## src/swr_pkg.sv

```systemverilog
`timescale 1ns / 1ps

package swr_pkg;

   // field widths
   localparam int SEQ_W  = 32;
   localparam int LEN_W  = 11;
   localparam int KIND_W = 2;
   localparam int WIN_W  = 6;

   // ring size default and per-request delivery bound
   localparam int WINDOW_SLOTS_DEF = 32;
   localparam int DRAIN_LIMIT      = 32;

   typedef logic [SEQ_W-1:0]  seq_type;
   typedef logic [LEN_W-1:0]  len_type;
   typedef logic [KIND_W-1:0] kind_type;
   typedef logic [WIN_W-1:0]  win_type;

   // packet kinds
   localparam kind_type KIND_DATA = 2'd0;
   localparam kind_type KIND_END  = 2'd1;

   // result kinds
   localparam kind_type RES_DELIVER = 2'd0;
   localparam kind_type RES_ACK     = 2'd1;
   localparam kind_type RES_FINAL   = 2'd2;
   localparam kind_type RES_UNUSED  = 2'd3;

   // ack modes
   localparam logic MODE_CUMULATIVE = 1'b0;
   localparam logic MODE_SELECTIVE  = 1'b1;

   // register indexes
   localparam int CSR_IDX_W = 1;
   localparam logic [CSR_IDX_W-1:0] CSR_SPAN     = 1'd0;
   localparam logic [CSR_IDX_W-1:0] CSR_ACK_MODE = 1'd1;

endpackage

```

## src/swr_req_if.sv

```systemverilog
`timescale 1ns / 1ps

interface swr_req_if
   import swr_pkg::*;
();
   logic     valid;
   logic     ready;
   kind_type kind;
   seq_type  seq_number;
   logic     check_ok;
   len_type  payload_length;

   modport source (output valid, kind, seq_number, check_ok, payload_length, input ready);
   modport sink   (input valid, kind, seq_number, check_ok, payload_length, output ready);
endinterface

```

## src/swr_rsp_if.sv

```systemverilog
`timescale 1ns / 1ps

interface swr_rsp_if
   import swr_pkg::*;
();
   logic     valid;
   logic     ready;
   kind_type result_kind;
   seq_type  result_seq;
   len_type  result_length;
   logic     last;

   modport source (output valid, result_kind, result_seq, result_length, last, input ready);
   modport sink   (input valid, result_kind, result_seq, result_length, last, output ready);
endinterface

```

## src/sliding_window_receiver.sv

```systemverilog
`timescale 1ns / 1ps

// Selective-repeat receiver window.
// req_ch carries one packet descriptor per request (kind, sequence number,
// checksum flag, payload length); rsp_ch returns the resulting deliveries
// and acks in order, with last set on the final result of each request.
// csr_we/csr_index/csr_wdata write the window span (index 0) and the ack
// mode (index 1); write them only while the block is idle.
// Sequencing: a request is taken only when the sequencer is idle. In
// cumulative mode it passes through evaluate, drain check, ack and idle,
// with a mark step when the packet is stored in the ring and, per delivered
// packet, a slot-length memory read, then output load (at most 32
// deliveries per request). Selective mode acks a good data packet before
// draining and sends no cumulative ack; a closing request goes from
// evaluate to the final ack, and a request after close straight to idle.
// Results sit in one output register; a new result loads when that
// register is empty or taken in the same cycle, so a stalled receiver
// holds the sequencer in place without losing anything.
// Reset (synchronous, active high) clears base, all slot valid bits, the
// closed flag and restores a span of 32 and cumulative mode. After a
// final ack the block accepts and drops every request.
module sliding_window_receiver
   import swr_pkg::*;
#(
   parameter int WINDOW_SLOTS = WINDOW_SLOTS_DEF
) (
   input  logic                 clock,
   input  logic                 reset,
   swr_req_if.sink              req_ch,
   swr_rsp_if.source            rsp_ch,
   input  logic                 csr_we,
   input  logic [CSR_IDX_W-1:0] csr_index,
   input  win_type              csr_wdata
);

   localparam int SLOT_W = $clog2(WINDOW_SLOTS);
   localparam logic [SLOT_W:0]   SLOTS_X   = (SLOT_W+1)'(WINDOW_SLOTS);
   localparam logic [SLOT_W-1:0] SLOT_LAST = SLOT_W'(WINDOW_SLOTS - 1);
   localparam win_type           SLOTS_WIN = WIN_W'(WINDOW_SLOTS);
   localparam logic [5:0]        DRAIN_MAX = 6'(DRAIN_LIMIT);
   localparam logic [5:0]        DRAIN_PRE = 6'(DRAIN_LIMIT - 1);

   // sequencer states
   localparam logic [2:0] S_IDLE      = 3'd0;
   localparam logic [2:0] S_EVAL      = 3'd1;
   localparam logic [2:0] S_MARK      = 3'd2;
   localparam logic [2:0] S_ACK_SEL   = 3'd3;
   localparam logic [2:0] S_DRAIN_CHK = 3'd4;
   localparam logic [2:0] S_DRAIN_OUT = 3'd5;
   localparam logic [2:0] S_ACK_CUM   = 3'd6;
   localparam logic [2:0] S_FINAL     = 3'd7;

   logic [2:0]        state_ff, state_in;
   win_type           window_ff;
   logic              mode_ff;
   seq_type           base_ff, base_in;
   logic [SLOT_W-1:0] base_idx_ff, base_idx_in;
   logic              closed_ff, closed_in;
   logic [WINDOW_SLOTS-1:0] valid_ff, valid_in;
   logic [5:0]        cnt_ff, cnt_in;

   // captured request
   kind_type          kind_ff;
   seq_type           seq_ff;
   logic              ok_ff;
   len_type           len_ff;
   logic [SLOT_W-1:0] diff_ff, diff_in;

   // slot length memory
   len_type           len_mem [WINDOW_SLOTS];
   len_type           mem_q_ff;
   logic              mem_we, mem_re;
   logic [SLOT_W-1:0] mem_waddr;

   // output register
   logic     out_valid_ff, out_valid_in;
   kind_type out_kind_ff, out_kind_in;
   seq_type  out_seq_ff, out_seq_in;
   len_type  out_len_ff, out_len_in;
   logic     out_last_ff, out_last_in;
   logic     out_load, out_free;

   // shared adder
   seq_type  alu_a, alu_b, alu_sum;
   logic     alu_cin;

   win_type           win_eff;
   logic              end_hit, in_win, data_ok, more, seq_wrap;
   logic [SLOT_W:0]   slot_sum;
   logic [SLOT_W-1:0] slot_idx, next_idx;

   assign req_ch.ready       = (state_ff == S_IDLE);
   assign rsp_ch.valid       = out_valid_ff;
   assign rsp_ch.result_kind = out_kind_ff;
   assign rsp_ch.result_seq  = out_seq_ff;
   assign rsp_ch.result_length = out_len_ff;
   assign rsp_ch.last        = out_last_ff;

   assign out_free = !out_valid_ff || rsp_ch.ready;

   // one adder: offset from base during evaluation, base increment in drain
   always_comb begin
      if (state_ff == S_EVAL) begin
         alu_a   = seq_ff;
         alu_b   = ~base_ff;
         alu_cin = 1'b1;
      end else begin
         alu_a   = base_ff;
         alu_b   = '0;
         alu_cin = 1'b1;
      end
      alu_sum = alu_a + alu_b + SEQ_W'(alu_cin);
   end

   assign win_eff = (window_ff < SLOTS_WIN) ? window_ff : SLOTS_WIN;
   assign in_win  = (alu_sum[SEQ_W-1:WIN_W] == '0) && (alu_sum[WIN_W-1:0] < win_eff);
   assign end_hit = (kind_ff == KIND_END) && ok_ff && (seq_ff <= base_ff);
   assign data_ok = (kind_ff == KIND_DATA) && ok_ff;

   // ring position of the marked packet: offset stays below the ring size;
   // past the sequence wrap the packet number itself is below the ring size
   assign seq_wrap = (seq_ff < base_ff);
   assign slot_sum = {1'b0, base_idx_ff} + {1'b0, diff_ff};
   assign slot_idx = seq_wrap ? seq_ff[SLOT_W-1:0] :
                     (slot_sum >= SLOTS_X) ? SLOT_W'(slot_sum - SLOTS_X)
                                           : slot_sum[SLOT_W-1:0];

   // ring position of base + 1; sequence wrap restarts the ring at zero
   assign next_idx = (base_ff == '1) ? '0 :
                     (base_idx_ff == SLOT_LAST) ? '0 : SLOT_W'(base_idx_ff + 1'b1);

   // another delivery follows the current one in this request
   assign more = (cnt_ff < DRAIN_PRE) && valid_ff[next_idx] && (next_idx != base_idx_ff);

   // sequencer
   always_comb begin
      state_in     = state_ff;
      base_in      = base_ff;
      base_idx_in  = base_idx_ff;
      closed_in    = closed_ff;
      valid_in     = valid_ff;
      cnt_in       = cnt_ff;
      diff_in      = diff_ff;
      mem_we       = 1'b0;
      mem_re       = 1'b0;
      mem_waddr    = slot_idx;
      out_load     = 1'b0;
      out_kind_in  = out_kind_ff;
      out_seq_in   = out_seq_ff;
      out_len_in   = out_len_ff;
      out_last_in  = out_last_ff;

      unique case (state_ff)
         S_IDLE: begin
            if (req_ch.valid) begin
               state_in = S_EVAL;
            end
         end
         S_EVAL: begin
            cnt_in  = '0;
            diff_in = alu_sum[SLOT_W-1:0];
            priority if (closed_ff) begin
               state_in = S_IDLE;
            end else if (end_hit) begin
               state_in = S_FINAL;
            end else if (data_ok && in_win) begin
               state_in = S_MARK;
            end else if (data_ok && (mode_ff == MODE_SELECTIVE)) begin
               state_in = S_ACK_SEL;
            end else begin
               state_in = S_DRAIN_CHK;
            end
         end
         S_MARK: begin
            mem_we             = 1'b1;
            valid_in[slot_idx] = 1'b1;
            state_in = (mode_ff == MODE_SELECTIVE) ? S_ACK_SEL : S_DRAIN_CHK;
         end
         S_ACK_SEL: begin
            if (out_free) begin
               out_load    = 1'b1;
               out_kind_in = RES_ACK;
               out_seq_in  = seq_ff;
               out_len_in  = '0;
               out_last_in = !valid_ff[base_idx_ff];
               state_in    = S_DRAIN_CHK;
            end
         end
         S_DRAIN_CHK: begin
            if ((cnt_ff < DRAIN_MAX) && valid_ff[base_idx_ff]) begin
               mem_re   = 1'b1;
               state_in = S_DRAIN_OUT;
            end else begin
               state_in = (mode_ff == MODE_SELECTIVE) ? S_IDLE : S_ACK_CUM;
            end
         end
         S_DRAIN_OUT: begin
            if (out_free) begin
               out_load    = 1'b1;
               out_kind_in = RES_DELIVER;
               out_seq_in  = base_ff;
               out_len_in  = mem_q_ff;
               out_last_in = (mode_ff == MODE_SELECTIVE) && !more;
               valid_in[base_idx_ff] = 1'b0;
               base_in     = alu_sum;
               base_idx_in = next_idx;
               cnt_in      = cnt_ff + 1'b1;
               state_in    = S_DRAIN_CHK;
            end
         end
         S_ACK_CUM: begin
            if (out_free) begin
               out_load    = 1'b1;
               out_kind_in = RES_ACK;
               out_seq_in  = base_ff;
               out_len_in  = '0;
               out_last_in = 1'b1;
               state_in    = S_IDLE;
            end
         end
         S_FINAL: begin
            if (out_free) begin
               out_load    = 1'b1;
               out_kind_in = RES_FINAL;
               out_seq_in  = base_ff;
               out_len_in  = '0;
               out_last_in = 1'b1;
               closed_in   = 1'b1;
               state_in    = S_IDLE;
            end
         end
         default: begin
            state_in = S_IDLE;
         end
      endcase

      out_valid_in = out_load ? 1'b1 : (out_valid_ff && !rsp_ch.ready);
   end

   // control registers
   always_ff @(posedge clock) begin
      if (reset) begin
         state_ff     <= S_IDLE;
         base_ff      <= '0;
         base_idx_ff  <= '0;
         closed_ff    <= 1'b0;
         valid_ff     <= '0;
         cnt_ff       <= '0;
         out_valid_ff <= 1'b0;
      end else begin
         state_ff     <= state_in;
         base_ff      <= base_in;
         base_idx_ff  <= base_idx_in;
         closed_ff    <= closed_in;
         valid_ff     <= valid_in;
         cnt_ff       <= cnt_in;
         out_valid_ff <= out_valid_in;
      end
   end

   // configuration registers
   always_ff @(posedge clock) begin
      if (reset) begin
         window_ff <= WIN_W'(32);
         mode_ff   <= MODE_CUMULATIVE;
      end else if (csr_we) begin
         unique case (csr_index)
            CSR_SPAN:     window_ff <= csr_wdata;
            CSR_ACK_MODE: mode_ff   <= csr_wdata[0];
            default:      ;
         endcase
      end
   end

   // payload registers
   always_ff @(posedge clock) begin
      if (req_ch.valid && req_ch.ready) begin
         kind_ff <= req_ch.kind;
         seq_ff  <= req_ch.seq_number;
         ok_ff   <= req_ch.check_ok;
         len_ff  <= req_ch.payload_length;
      end
      diff_ff <= diff_in;
      if (out_load) begin
         out_kind_ff <= out_kind_in;
         out_seq_ff  <= out_seq_in;
         out_len_ff  <= out_len_in;
         out_last_ff <= out_last_in;
      end
   end

   // slot length memory: one write port, one registered read port
   always_ff @(posedge clock) begin
      if (mem_we) begin
         len_mem[mem_waddr] <= len_ff;
      end
      if (mem_re) begin
         mem_q_ff <= len_mem[base_idx_ff];
      end
   end

endmodule

```

## src/flat_wrapper.sv

```systemverilog
// flat-port wrapper written by rule: the top's interface ports become plain ports
module sliding_window_receiver_flat import swr_pkg::*;
#(
   parameter int WINDOW_SLOTS = WINDOW_SLOTS_DEF
)
  (clock, reset, csr_we, csr_index, csr_wdata, req_ch_valid, req_ch_kind, req_ch_seq_number, req_ch_check_ok, req_ch_payload_length, req_ch_ready, rsp_ch_valid, rsp_ch_result_kind, rsp_ch_result_seq, rsp_ch_result_length, rsp_ch_last, rsp_ch_ready);
  swr_req_if req_ch_i ();
  swr_rsp_if rsp_ch_i ();
  input  logic clock;
  input  logic reset;
  input  logic csr_we;
  input  logic [CSR_IDX_W-1:0] csr_index;
  input  win_type csr_wdata;
  input wire logic [$bits(req_ch_i.valid)-1:0] req_ch_valid;
  input wire logic [$bits(req_ch_i.kind)-1:0] req_ch_kind;
  input wire logic [$bits(req_ch_i.seq_number)-1:0] req_ch_seq_number;
  input wire logic [$bits(req_ch_i.check_ok)-1:0] req_ch_check_ok;
  input wire logic [$bits(req_ch_i.payload_length)-1:0] req_ch_payload_length;
  output wire logic [$bits(req_ch_i.ready)-1:0] req_ch_ready;
  output wire logic [$bits(rsp_ch_i.valid)-1:0] rsp_ch_valid;
  output wire logic [$bits(rsp_ch_i.result_kind)-1:0] rsp_ch_result_kind;
  output wire logic [$bits(rsp_ch_i.result_seq)-1:0] rsp_ch_result_seq;
  output wire logic [$bits(rsp_ch_i.result_length)-1:0] rsp_ch_result_length;
  output wire logic [$bits(rsp_ch_i.last)-1:0] rsp_ch_last;
  input wire logic [$bits(rsp_ch_i.ready)-1:0] rsp_ch_ready;
  assign req_ch_i.valid = req_ch_valid;
  assign req_ch_i.kind = req_ch_kind;
  assign req_ch_i.seq_number = req_ch_seq_number;
  assign req_ch_i.check_ok = req_ch_check_ok;
  assign req_ch_i.payload_length = req_ch_payload_length;
  assign req_ch_ready = req_ch_i.ready;
  assign rsp_ch_valid = rsp_ch_i.valid;
  assign rsp_ch_result_kind = rsp_ch_i.result_kind;
  assign rsp_ch_result_seq = rsp_ch_i.result_seq;
  assign rsp_ch_result_length = rsp_ch_i.result_length;
  assign rsp_ch_last = rsp_ch_i.last;
  assign rsp_ch_i.ready = rsp_ch_ready;
  sliding_window_receiver #(.WINDOW_SLOTS(WINDOW_SLOTS)) u_core (.clock(clock), .reset(reset), .req_ch(req_ch_i), .rsp_ch(rsp_ch_i), .csr_we(csr_we), .csr_index(csr_index), .csr_wdata(csr_wdata));
endmodule
```

## config.mk

```make
export PLATFORM = sky130hd
export DESIGN_NAME = sliding_window_receiver_flat
export DESIGN_NICKNAME = d
export VERILOG_FILES = /design/src/swr_pkg.sv /design/src/swr_req_if.sv /design/src/swr_rsp_if.sv /design/src/sliding_window_receiver.sv /design/src/flat_wrapper.sv
export SDC_FILE = /design/constraint.sdc
export NUM_CORES = 1
export LEC_CHECK = 0
export BUFFER_PORTS_ARGS = -buffer_cell sky130_fd_sc_hd__clkbuf_2
export CORE_ASPECT_RATIO = 1.75
export CORE_MARGIN = 3
export CORE_UTILIZATION = 40
export CTS_CLUSTER_DIAMETER = 40
export DETAILED_ROUTE_END_ITERATION = 10
export SLEW_MARGIN = 20
export SYNTH_ARGS = -nofsm -noshare
export SYNTH_HDL_FRONTEND = slang
export SYNTH_SLANG_ARGS = --single-unit
```

## constraint.sdc

```tcl
create_clock -name clock -period 5.25 [get_ports clock]
set_clock_uncertainty 0.15 [all_clocks]
set_input_delay 1.05 -clock clock [delete_from_list [all_inputs] [get_ports clock]]
set_output_delay 1.05 -clock clock [all_outputs]
set_load 0.1 [all_outputs]
```

# Word level (Yosys, flattened, before mapping)
# Memories as Yosys holds them, arrays and structs flattened. A register that Yosys moved wholly into a read port is not among the register bits.
# Cells that the tools add are included.
# word_totals
regBits	184
mem_bits_rw	352
inputBits	58
elab_cells	159
memories	1
# classes
addsub	6
magnitude_cmp	12
eq_ne	20
mux	52
bitwise	5
n_reduce_logical	45
# mem_list
memory	depth	width	rd	rd_ports_with_merged_regs	wr	line	rtl
u_core.len_mem	32	11	1	1	1	sliding_window_receiver.sv:70	len_type len_mem [WINDOW_SLOTS];
# op_table
cell	count
32-bit two-way mux	5
32-bit case mux with 2 select lines	2
32-bit inverter	2
32-bit by 1-bit adder with 32-bit output, second input constant	1
32-bit adder	1
32-bit bitwise AND	1
32-bit == test, second input constant	1
32-bit less-or-equal comparator	1
32-bit less-than comparator	1
32-bit bitwise OR	1
3-bit two-way mux	10
26-bit logical NOT	1
11-bit two-way mux	2
11-bit case mux with 2 select lines	1
5-bit two-way mux	4
5-bit by 6-bit less-than comparator with 1-bit output, second input constant	3
3-bit case mux with 6 select lines	1
2-bit by 1-bit != test with 1-bit output, second input constant	8
1-bit two-way mux	15
1-bit logical AND	14
3-bit == test, second input constant	4
6-bit less-than comparator, second input constant	2
6-bit two-way mux	2
6-bit case mux with 2 select lines	1
33 further kinds	56

# Logic depth before layout (Yosys ltp)
# logic_depth
ltp_word	11
mapped_depth	22
mapped_depth_nobuf	17

# Least setup slack after synthesis
# OpenSTA, ideal clock, no wires.
# synth_timing
path_kind	register to register
from	register u_core.state_ff[0]
to	register u_core.state_ff[0]
arrival_ps	5096
setup_slack_ps	-116
path_stages_with_launch	23
path_buffers	5
synth_period_minus_slack_ps	5366
path_cell_list	dfxtp_1 -> clkbuf_1 -> or3b_2 -> clkbuf_1 -> inv_1 -> clkbuf_1 -> buf_1 -> nand2_1 -> o21ai_0 -> ha_1 -> buf_6 -> a21o_1 -> a31oi_1 -> nand2_1 -> xor2_1 -> ha_1 -> a21oi_1 -> nand4_1 -> a211oi_1 -> nand4b_1 -> or4_1 -> or4_4 -> a211o_1
# synth_between
elab_chain_cells	11
word_cells_on_any_way	26
classes_between	2 x add/sub; 1 x order compare; 10 x eq/ne; 6 x mux; 7 x reduce/logical
# synth_rtl
element	line	rtl
from (decl)	sliding_window_receiver.sv:53	logic [2:0] state_ff, state_in;
from (signal assigned)	sliding_window_receiver.sv:251	state_ff <= state_in;
3-bit by 1-bit == test with 1-bit output (*)	sliding_window_receiver.sv:103	if (state_ff == S_EVAL) begin
32-bit two-way mux	sliding_window_receiver.sv:103	
32-bit adder (*)	sliding_window_receiver.sv:112	alu_sum = alu_a + alu_b + SEQ_W'(alu_cin);
32-bit by 1-bit adder with 32-bit output (*)	sliding_window_receiver.sv:112	
via u_core.alu_sum[5]	sliding_window_receiver.sv:84	seq_type alu_a, alu_b, alu_sum;
6-bit less-than comparator (*)	sliding_window_receiver.sv:116	assign in_win = (alu_sum[SEQ_W-1:WIN_W] == '0) && (alu_sum[WIN_W-1:0] < win_eff);
1-bit logical AND (*)	sliding_window_receiver.sv:116	
1-bit logical AND (*)	sliding_window_receiver.sv:166	end else if (data_ok && in_win) begin
3-bit two-way mux (*)	sliding_window_receiver.sv:166	
3-bit two-way mux (*)	sliding_window_receiver.sv:164	end else if (end_hit) begin
3-bit two-way mux (*)	sliding_window_receiver.sv:162	priority if (closed_ff) begin
3-bit case mux with 6 select lines (*)	sliding_window_receiver.sv:153	unique case (state_ff)
# Mark *: on every way through the listed nets, which the timed path passes. The rest lies on a longest branch.
# A chain may end at the register's enable or synchronous reset.

# Worst setup path after layout
# layout_timing
from	register u_core.state_ff[2]
to	register u_core.state_ff[0]
# layout_between
elab_chain_cells	11
word_cells_on_any_way	26
classes_between	2 x add/sub; 1 x order compare; 10 x eq/ne; 6 x mux; 7 x reduce/logical
# layout_rtl
element	line
3-bit by 1-bit == test with 1-bit output	sliding_window_receiver.sv:103, sliding_window_receiver.sv:153
32-bit two-way mux	sliding_window_receiver.sv:103
32-bit adder	sliding_window_receiver.sv:112
32-bit by 1-bit adder with 32-bit output	sliding_window_receiver.sv:112
6-bit less-than comparator / 26-bit logical NOT (equally long branches)	sliding_window_receiver.sv:116
1-bit logical AND	sliding_window_receiver.sv:116
1-bit logical AND	sliding_window_receiver.sv:166
3-bit two-way mux	sliding_window_receiver.sv:166
3-bit two-way mux	sliding_window_receiver.sv:164
3-bit two-way mux	sliding_window_receiver.sv:162
3-bit case mux with 6 select lines	sliding_window_receiver.sv:153
# Several ways; a longest one is shown, not always the timed one.

==> results.md <==
* Clk Latency, worst-skew pair at approximately 640 ps
* Dpl cell area at about 0.027 mm2
* Drt initial violations at approximately 1300
* Leak at 10.1 nW
* Vias in the first global route at about 17000
* Critical Path Start Type: register
* Clk pin slew, worst setup/hold paths at ~60 ps
* Max-cap viol count at 0
* Final Hold Vio Count at 0
* Slew headroom at 0.257
* Vias per cell at 5.75
* IO Count at between 100 and 150
* Core box area at about 0.062 mm2
* Worst vdd ir at roughly 0.35 mV
* Met3 wire length at between 2 and 3 mm
* Cells after synthesis at 1906
* Fillers at 5513
* GP Congestion at ~0.98
* Initial DRT Pass Iterations at 5
* Syn-to-layout area delta at 15.4%
* Largest family of logic cells by synthesized area: multiplexers
* Area of the die at ~0.066 mm2
* Synth Area in XOR/XNOR at 0.0115
* Post-synthesis compound-gate area fraction at 0.0999
* Async set-or-reset flop fraction in the synthesized netlist at 0
* Met1 wire length at 25.0 mm
* Post-route clock period utilization at 0.963
* Largest cells by area after synthesis: edfxtp_1 55%, mux4_2 8.9%, dfxtp_1 6.9%
* Setup bufs post-CTS at 0
* Top cell type's share of synthesized area at 0.548
* Slew of the pin with the lowest slew margin at 1110 ps
* Register bit count reported by yosys at between 500 and 600
* Clock Path Buffers at 3
* CP startpoint: u_core.state_ff[2]$_SDFFE_PP0P_
* CP Capture Type: register
* Buffers on Ports at roughly 110
* CP Class: reg -> reg
* Post-synthesis adder-cell area fraction at 0.0403
* Critical path required time at roughly 5600 ps
* Area leader, netlist: edfxtp_1
* Clock root buffer: clkbuf_16
* Yosys cell types at 76
* Multi-input logic area at approximately 0.0091 mm2
* ANT nets after route at 0
* Count leader, synth: edfxtp_1
* Mean post-synth cell area at between 10 and 15 um2
* Post-Synth Simple-Gate Area at 0.101
* EDFF count, synth at 460
* Status: completed
* Design area at slightly below 0.03 mm2
* Mux contribution to synthesized area at 0.105
* Highest routed layer: met4
* Htree depth at 2
* Worst hold start: u_core.base_ff[14]$_SDFFE_PP0P_
* Final min period at ~5100 ps
* Clock Sinks at about 550
* R2r startpoint: u_core.state_ff[2]$_SDFFE_PP0P_
* Sequential-to-total area share from yosys stat at 0.617
* Slew Limit Fails at 0
* Row Count at between 100 and 150
* Gr usage total at 0.219
* GRT Residual Overflow at 0
* Antenna violations before repair at 0
* Die H at between 300 and 400 um
* DR WL/cell at 25.1 um
* Post-route insts no fill at around 2900
* CP arrival at between 5000 and 6000 ps
* Drt drc at 0
* Ys flop type: edfxtp_1
* Mapped cell area at between 0.02 and 0.03 mm2
* Commonest cells post-synth: 460 x edfxtp_1, 211 x nand2_1, 127 x o21ai_0
* Antenna cell count at 0
* Starting Density at 0.404
* Synth Warn # at 0
* RSZ-0062 raised after global routing: no
* Placed Instances at 2790
* Chip Width at 196 um
* Final #Nets at 2194
* CTS buffer count at 57
* DPL Wire Length at 52.4 mm
* Setup violators final at 0
* CTS tree: built
* Synthesized Nets at about 2000
* DR vias at about 17000
* Worst hold path type: reg -> reg
* Met2 wire length at just under 40 mm
* Max Freq at about 200 MHz
* Reg area at about 0.016 mm2
* Post-route setup TNS at 0 ps
* Hold Slack at 341 ps
* Largest net degree at the start of global routing at roughly 70
* Pwr/cell area at between 400 and 500 mW/mm2
* First-pass GRT wire length at roughly 110 mm
* Share of post-route cells with drive strength above 1 at 0.206
* Final WL at 72.9 mm
* Max FO, Critical Path at 14
==> state kept, by name (all words and copies together), names as in the netlist <==
signal and cells:
u_core.rsp_ch.result_length 11, u_core.mode_ff 1, u_core.base_idx_ff 5, u_core.ok_ff 1
u_core.state_ff 3, u_core.diff_ff 5, u_core.rsp_ch.result_seq 32, u_core.len_mem 352
u_core.base_ff 32, u_core.len_ff 11, u_core.rsp_ch.last 1, u_core.valid_ff 32
u_core.mem_q_ff 11, u_core.kind_ff 2, u_core.cnt_ff 6, u_core.closed_ff 1
u_core.seq_ff 32, u_core.window_ff 6, u_core.rsp_ch.result_kind 2, u_core.rsp_ch.valid 1
==> cell usage in the layout, fill, tap and decap left out, drive strengths merged, types with 26 or more instances in the layout <==
master and count:
mux2i 26, clkbuf 172, nand2 211, inv 69, a21oi 107, o21ai 129, nand4 35, mux4 100
nand3 38, buf 89, ha 78, edfxtp 460, a31oi 27, nor3 28, a21o 26, nor2 111
dfxtp 87, a22oi 46, or3 27
==> worst max-delay path: stages, from the launching register on <==
cell and delay, ps:
dfxtp_1 310, or3b_2 530, inv_6 130, buf_4 200, o21ai_0 100, ha_1 470, nand4_1 330, a2111o_1 410
o211a_2 200, xnor2_1 160, a2111oi_0 430, nand4b_1 190, or4_1 540, or4_4 510, a211o_1 260
==> area by class of cell <==
class | count | share of cell area
Clock buffer | 68 | 0.0515
Inverter | 58 | 0.00766
Timing Repair Buffer | 193 | 0.0429
Tap cell | 799 | 0.0344
Sequential cell | 547 | 0.535
Multi-Input combinational cell | 1199 | 0.312
Clock inverter | 38 | 0.0167
==> cell families (layout without fill, tap and decap cells) <==
kind of cell	count (synthesis)	after routing
adders and majority gates	80	80
AOI/OAI and AO/OA	411	411
and+or+nand+nor	537	537
xor gates and xnor gates	33	33
DFF	547	547
muxes	138	138
buffers and inverters	160	357
==> report_power, final <==
part,leakage (nW),switching (mW),internal (mW)
sequential,4.86,0.244,5.15
combinational,4.31,2.27,1.19
clock,0.953,1.81,2.43
total,10.1,4.32,8.77
==> worst paths after layout <==
kind | endpoint | slack [ps] | cells after the start
worst min-delay path | u_core.base_ff[14]$_SDFFE_PP0P_ | 340 | 2
worst min register to register | u_core.base_ff[14]$_SDFFE_PP0P_ | 340 | 2
worst max-delay path | u_core.state_ff[0]$_SDFFE_PP0P_ | 200 | 14
worst max register to register | u_core.state_ff[0]$_SDFFE_PP0P_ | 200 | 14
==> timing repair <==
action                     CTS  global route
gates resized for setup      0             7
setup endpoints to repair    0             3
hold buffers                 0             0
==> routing by layer <==
layer  global-route usage  vias up
met2                0.413      507
li1                     -     7636
met1                0.227     8323
met5                    0        -
met4                0.140        0
met3               0.0295      212
==> through the flow <==
stage | power, mW | util | setup slack (ps)
6_report | 13.1 | 0.466 | 196
5_1_grt | 13.7 | 0.466 | 5.59
4_1_cts | 13.1 | 0.464 | 118
3_5_place_dp | 8.90 | 0.432 | 142
3_3_place_gp | 8.85 | 0.432 | 116
2_1_floorplan | 7.67 | - | 16.3
Note: power is estimated with default switching activity, not from simulation.
